$ cat src/rtl/cnc_pkg.sv
// ----------------------------------------------------------------------------
// cnc_pkg: shared types and constants
// Payload structs, command and status codes, controller/datapath buses and
// the offset-network switch count helper.
// ----------------------------------------------------------------------------
package cnc_pkg;

   localparam int CFG_W         = 11;
   localparam int TGT_W         = 10;
   localparam int SWI_W         = 16;
   localparam int SW_W          = 17;   // switch counts
   localparam int EXP_W         = 5;    // power-of-two exponents
   localparam int DEF_MAX_ITEMS = 1024;

   localparam logic [1:0] CMD_CLEAR = 2'd0;
   localparam logic [1:0] CMD_MARK  = 2'd1;
   localparam logic [1:0] CMD_FETCH = 2'd2;

   localparam logic [1:0] ST_OK    = 2'd0;
   localparam logic [1:0] ST_BAD   = 2'd1;
   localparam logic [1:0] ST_EMPTY = 2'd2;

   typedef struct packed {
      logic [1:0]       command;
      logic [TGT_W-1:0] target_index;
   } req_type;

   typedef struct packed {
      logic             control_bit;
      logic [SWI_W-1:0] switch_index;
      logic             last;
      logic [1:0]       status;
   } rsp_type;

   typedef struct packed {
      logic simple;       // clear, mark or unknown request
      logic build_init;
      logic build_step;
      logic tot_step;
      logic fetch_init;
      logic resp_empty;
      logic rd_b;
      logic eval;
      logic fin2;
   } dp_cmd_type;

   typedef struct packed {
      logic ready;
      logic build_end;
      logic hit;
      logic tot_last;
      logic exhausted;
      logic need_c;
      logic level_done;
   } dp_sts_type;

   // switches in an offset network over 2**e positions: e * 2**(e-1)
   function automatic logic [SW_W-1:0] oc_pow(input logic [EXP_W-1:0] e);
      logic [SW_W-1:0] v;
      v = SW_W'(e);
      if (e == '0) return '0;
      return v << (e - EXP_W'(1));
   endfunction

endpackage

$ cat src/rtl/cnc_ctrl.sv
// ----------------------------------------------------------------------------
// cnc_ctrl: compaction control sequencer
// Accepts requests, runs the prefix build and the per-fetch descent.
// ----------------------------------------------------------------------------
module cnc_ctrl (
   input  logic                clock,
   input  logic                reset,
   input  logic                start,
   input  logic [1:0]          command,
   input  cnc_pkg::dp_sts_type sts,
   output cnc_pkg::dp_cmd_type cmd,
   output logic                busy
);
   import cnc_pkg::*;

   typedef enum logic [9:0] {
      S_IDLE  = 10'b00_0000_0001,
      S_BINIT = 10'b00_0000_0010,
      S_BWAIT = 10'b00_0000_0100,
      S_BSTEP = 10'b00_0000_1000,
      S_TOT   = 10'b00_0001_0000,
      S_FCHK  = 10'b00_0010_0000,
      S_RDA   = 10'b00_0100_0000,
      S_RDB   = 10'b00_1000_0000,
      S_EVAL  = 10'b01_0000_0000,
      S_FIN2  = 10'b10_0000_0000
   } state_type;

   state_type state_ff, state_in;

   always_comb begin
      state_in = state_ff;
      cmd      = '0;
      case (state_ff)
         S_IDLE: begin
            if (start) begin
               if (command == CMD_FETCH) begin
                  state_in = sts.ready ? S_FCHK : S_BINIT;
               end else begin
                  cmd.simple = 1'b1;
               end
            end
         end
         S_BINIT: begin
            cmd.build_init = 1'b1;
            state_in       = S_BWAIT;
         end
         S_BWAIT: state_in = S_BSTEP;
         S_BSTEP: begin
            if (sts.build_end) begin
               state_in = S_TOT;
            end else begin
               cmd.build_step = 1'b1;
               if (sts.hit) state_in = S_BWAIT;
            end
         end
         S_TOT: begin
            cmd.tot_step = 1'b1;
            if (sts.tot_last) state_in = S_FCHK;
         end
         S_FCHK: begin
            if (sts.exhausted) begin
               cmd.resp_empty = 1'b1;
               state_in       = S_IDLE;
            end else begin
               cmd.fetch_init = 1'b1;
               state_in       = S_RDA;
            end
         end
         S_RDA: state_in = S_RDB;
         S_RDB: begin
            cmd.rd_b = 1'b1;
            state_in = S_EVAL;
         end
         S_EVAL: begin
            cmd.eval = 1'b1;
            if (sts.need_c) begin
               state_in = S_FIN2;
            end else if (sts.level_done) begin
               state_in = S_IDLE;
            end else begin
               state_in = S_RDA;
            end
         end
         S_FIN2: begin
            cmd.fin2 = 1'b1;
            state_in = S_IDLE;
         end
         default: state_in = S_IDLE;
      endcase
   end

   always_ff @(posedge clock) begin
      if (reset) begin
         state_ff <= S_IDLE;
      end else begin
         state_ff <= state_in;
      end
   end

   assign busy = state_ff != S_IDLE;
endmodule

$ cat config.mk
export PLATFORM = sky130hd
export DESIGN_NAME = cnc_ctrl
export DESIGN_NICKNAME = d
export VERILOG_FILES = /design/src/rtl/cnc_pkg.sv /design/src/rtl/cnc_ctrl.sv
export SDC_FILE = /design/constraint.sdc
export NUM_CORES = 1
export LEC_CHECK = 0
export ABC_AREA = 1
export BUFFER_PORTS_ARGS = -buffer_cell sky130_fd_sc_hd__buf_2
export CORE_MARGIN = 3
export CORE_UTILIZATION = 52
export CTS_BUF_LIST = sky130_fd_sc_hd__clkbuf_8
export CTS_CLUSTER_DIAMETER = 80
export DETAILED_ROUTE_END_ITERATION = 8
export GPL_TIMING_DRIVEN = 1
export PLACE_DENSITY = 0.81
export SYNTH_ARGS = -nofsm -noshare
export SYNTH_HDL_FRONTEND = slang
export SYNTH_SLANG_ARGS = --single-unit
$ cat constraint.sdc
create_clock -name clock -period 1.54 [get_ports clock]
set_input_delay 0.154 -clock clock [delete_from_list [all_inputs] [get_ports clock]]
set_output_delay 0.154 -clock clock [all_outputs]
set_load 0.05 [all_outputs]
==> summary.txt <==
Hold path
  – Hold Path End: state_ff[9]
  – Hold/Removal Path Class: in -> reg
  – Hold path depth: 3
  – Min-Delay Startpoint: sts[1]

Global route
  – Vias in the first global route: around 740
  – First-pass GRT wire length: 3.30 mm
  – Antenna violations before repair: 0
  – GRT Total Usage: 24.4%
  – GRT overflow: 0
  – Pin count of the biggest net entering global routing: 11

Synthesis
  – YS warnings: 0
  – Syn Area/Cell: just over 6 µm²
  – Largest family of logic cells by synthesized area: simple AND/OR/NAND/NOR gates
  – Mux contribution to synthesized area: 0%
  – Simple-gate share of the synthesized area: 52.8%
  – Cell Area, Synth: ~730 µm²
  – Synth Register Bits: 10
  – Net count after synthesis: 133
  – Xor-xnor portion of the synthesized cell area: 0%
  – Cells after synthesis: 121
  – Yosys cell types: 20
  – Register area share after synthesis: 27.4%
  – Post-Synth Adder-Cell Area: 0%
  – Post-synthesis compound-gate area fraction: 3.76%

Power and ir drop
  – Comb power frac: 62.1%
  – Pleak: 0.000562 µW
  – Sequential share of power: 18.9%
  – Cell-internal power: 921 µW
  – Clock network power share: 19.0%
  – Maximum vdd ir drop: between 1.5 and 2 mV
  – Switch Pwr: about 940 µW
  – Sw Ratio: between 50% and 60%
  – PD cells: 1670 nW/µm²

Layout
  – Area Growth Syn to Fin: 52.0%
  – Area of the multi-input gates: approximately 500 µm²
  – Regs by FF count: state_ff x10
  – ANT cells: 0
  – Fillers: 54
  – Register area: 206 µm²
  – # nets final: 166
  – Layout cells sized above 1: a little over two fifths
  – Most frequent cells in the layout: inv_1, nand2_1, nor2_1, buf_2
  – Most flops, register: state_ff
  – Number of flip-flops in the largest register: 10
  – Commonest non-fill, non-tap cell in the layout: inv_1

Timing
  – Rel. slew slack: 84.4%
  – Clock Skew: 0.00311 ns
  – Fin crit share: 108%
  – Final Slew Violations: 0
  – RSZ-0062 raised after global routing: true
  – Setup WS post-layout: -0.125 ns
  – Final hold slack: between 0.15 and 0.2 ns
  – Worst Tran Pin Value: about 0.23 ns
  – Final setup vio count: 4
  – Fmax: roughly 600 MHz
  – Fin. Hold Viols: 0
  – Crit path time final: 1.67 ns

Critical path
  – Startpoint Class: flip-flop
  – Worst Path Required: about 1.4 ns
  – Worst Setup Path Type: reg -> out
  – RR Endpoint: state_ff[6]
  – Critical path arrival: 1.51 ns
  – R2R Path Start: state_ff[8]
  – Crit. End Element: primary output
  – R2r setup slk: 0.01 ns
  – Crit-path max FO: 6
  – Worst-case reg-to-reg path depth: 7

Floorplan
  – Rows: 12
  – Top Ports: 22
  – Initial core utilization: between 60 and 70%
  – Die area: between 1500 and 2000 µm²
  – Die Width: 43.5 µm
  – Core region area: 1220 µm²
  – Die Span Y: 43.5 µm

Detailed routing
  – Initial DRC Count: 34
  – Avg WL per Cell: 16.2 µm
  – Via Count: 963
  – 1st-pass router iterations: 4
  – Final wirelength: 2.70 mm
  – # DRC: 0
  – Antenna viol nets, final: 0
  – Via density: 5.77

Placed design
  – Pre-CTS WS: 0.118 ns
  – Hpwl dp: 1.56 mm
  – Gpl congestion: 0.808
  – Port buffer count: 21

CTS
  – CTS Root Cell: clkbuf_8
  – Clk buf depth: 2
  – H-tree depth: 1
  – Clock transition at the registers of the reported paths: 0.05 ns
  – Clk sinks: 10
  – Clk_lat worst skew: 0.24 ns
  – CTS tree: done
  – Number of buffers created by CTS: 3

Run
  – Max-cap violation count: 0

Outcome
  – Failing checks: setup timing
  – Status: finished with violations
-- layer usage --
layer  vias up  part of all wire (%)  global-route usage [%]
met2        64                    49                    38.6
met1       457                    40                    30.0
met4         0                   2.8                    13.3
met5         -                     0                       0
li1        430                     -                       -
met3        12                   7.7                    6.22
-- power by group through the flow --
stage	Combinational, µW	Clock, µW	Sequential [µW]
floorplan	730	0	332
global placement	912	0	339
detailed placement	930	0	345
CTS	978	336	340
global route	1230	365	359
finish	1150	352	352
-- through the flow --
step           cells  total power [µW]  cell area, µm²  utilization [%]  setup TNS (ns)
2_1_floorplan    121              1060             771                -          -0.509
3_3_place_gp     157              1250             903             74.3               0
3_5_place_dp     157              1280             903             74.3               0
4_1_cts          161              1650            1010             82.7          -0.110
5_1_grt          167              1950            1110             91.5          -0.546
6_report         167              1860            1110             91.5          -0.179
-- worst max path at each step --
stage	startpoint	end	slack [ns]	depth (start not counted)
final	state_ff[6]	cmd[8]	-0.13	6
after global placement	state_ff[9]	cmd[8]	0.14	6
after detailed placement	state_ff[9]	cmd[8]	0.12	6
after floorplan	state_ff[0]	cmd[3]	-0.06	5
after global routing	state_ff[7]	cmd[8]	-0.15	6
after CTS	state_ff[6]	cmd[1]	-0.05	6
-- cells in the mapped netlist (all sizes together) --
cell	instances	area, µm²
nand3	10	55.1
o21ai	3	15.0
nand4	4	25.0
nor4	1	6.26
dfxtp	10	200
inv	30	113
a21oi	1	5.00
a211oi	1	7.51
nor3	8	50.1
nand2	27	114
buf	1	5.00
nor2	24	130
or2	1	6.26
-- what timing repair did --
item,in CTS,in global routing
buffers inserted,0,6
hold buffers,0,0
endpoints found under the hold margin,0,0
cloned,0,0
endpoints found under the setup margin,9,9
gates resized for setup,17,22
pin swaps,0,10
-- worst max-delay path, cell delays in order, from the launching register on --
cell and delay, ns:
dfxtp_1 0.36, nor2_4 0.17, nand2_4 0.11, nor2_4 0.13
nand2_2 0.10, a211oi_4 0.19, buf_6 0.19
-- cell type report --
type                            count  share of cell area [%]
Tap cell                           14                    1.57
Sequential cell                    10                    18.6
Clock buffer                        4                    4.95
Timing Repair Buffer               29                    20.2
Inverter                           30                    10.1
Multi-Input combinational cell     80                    44.5
-- logic make-up after synthesis --
logic type,Yosys count
simple gates,75
compound gates,5
flops,10
buf+inv,31
(Power assumes the default switching activity.)
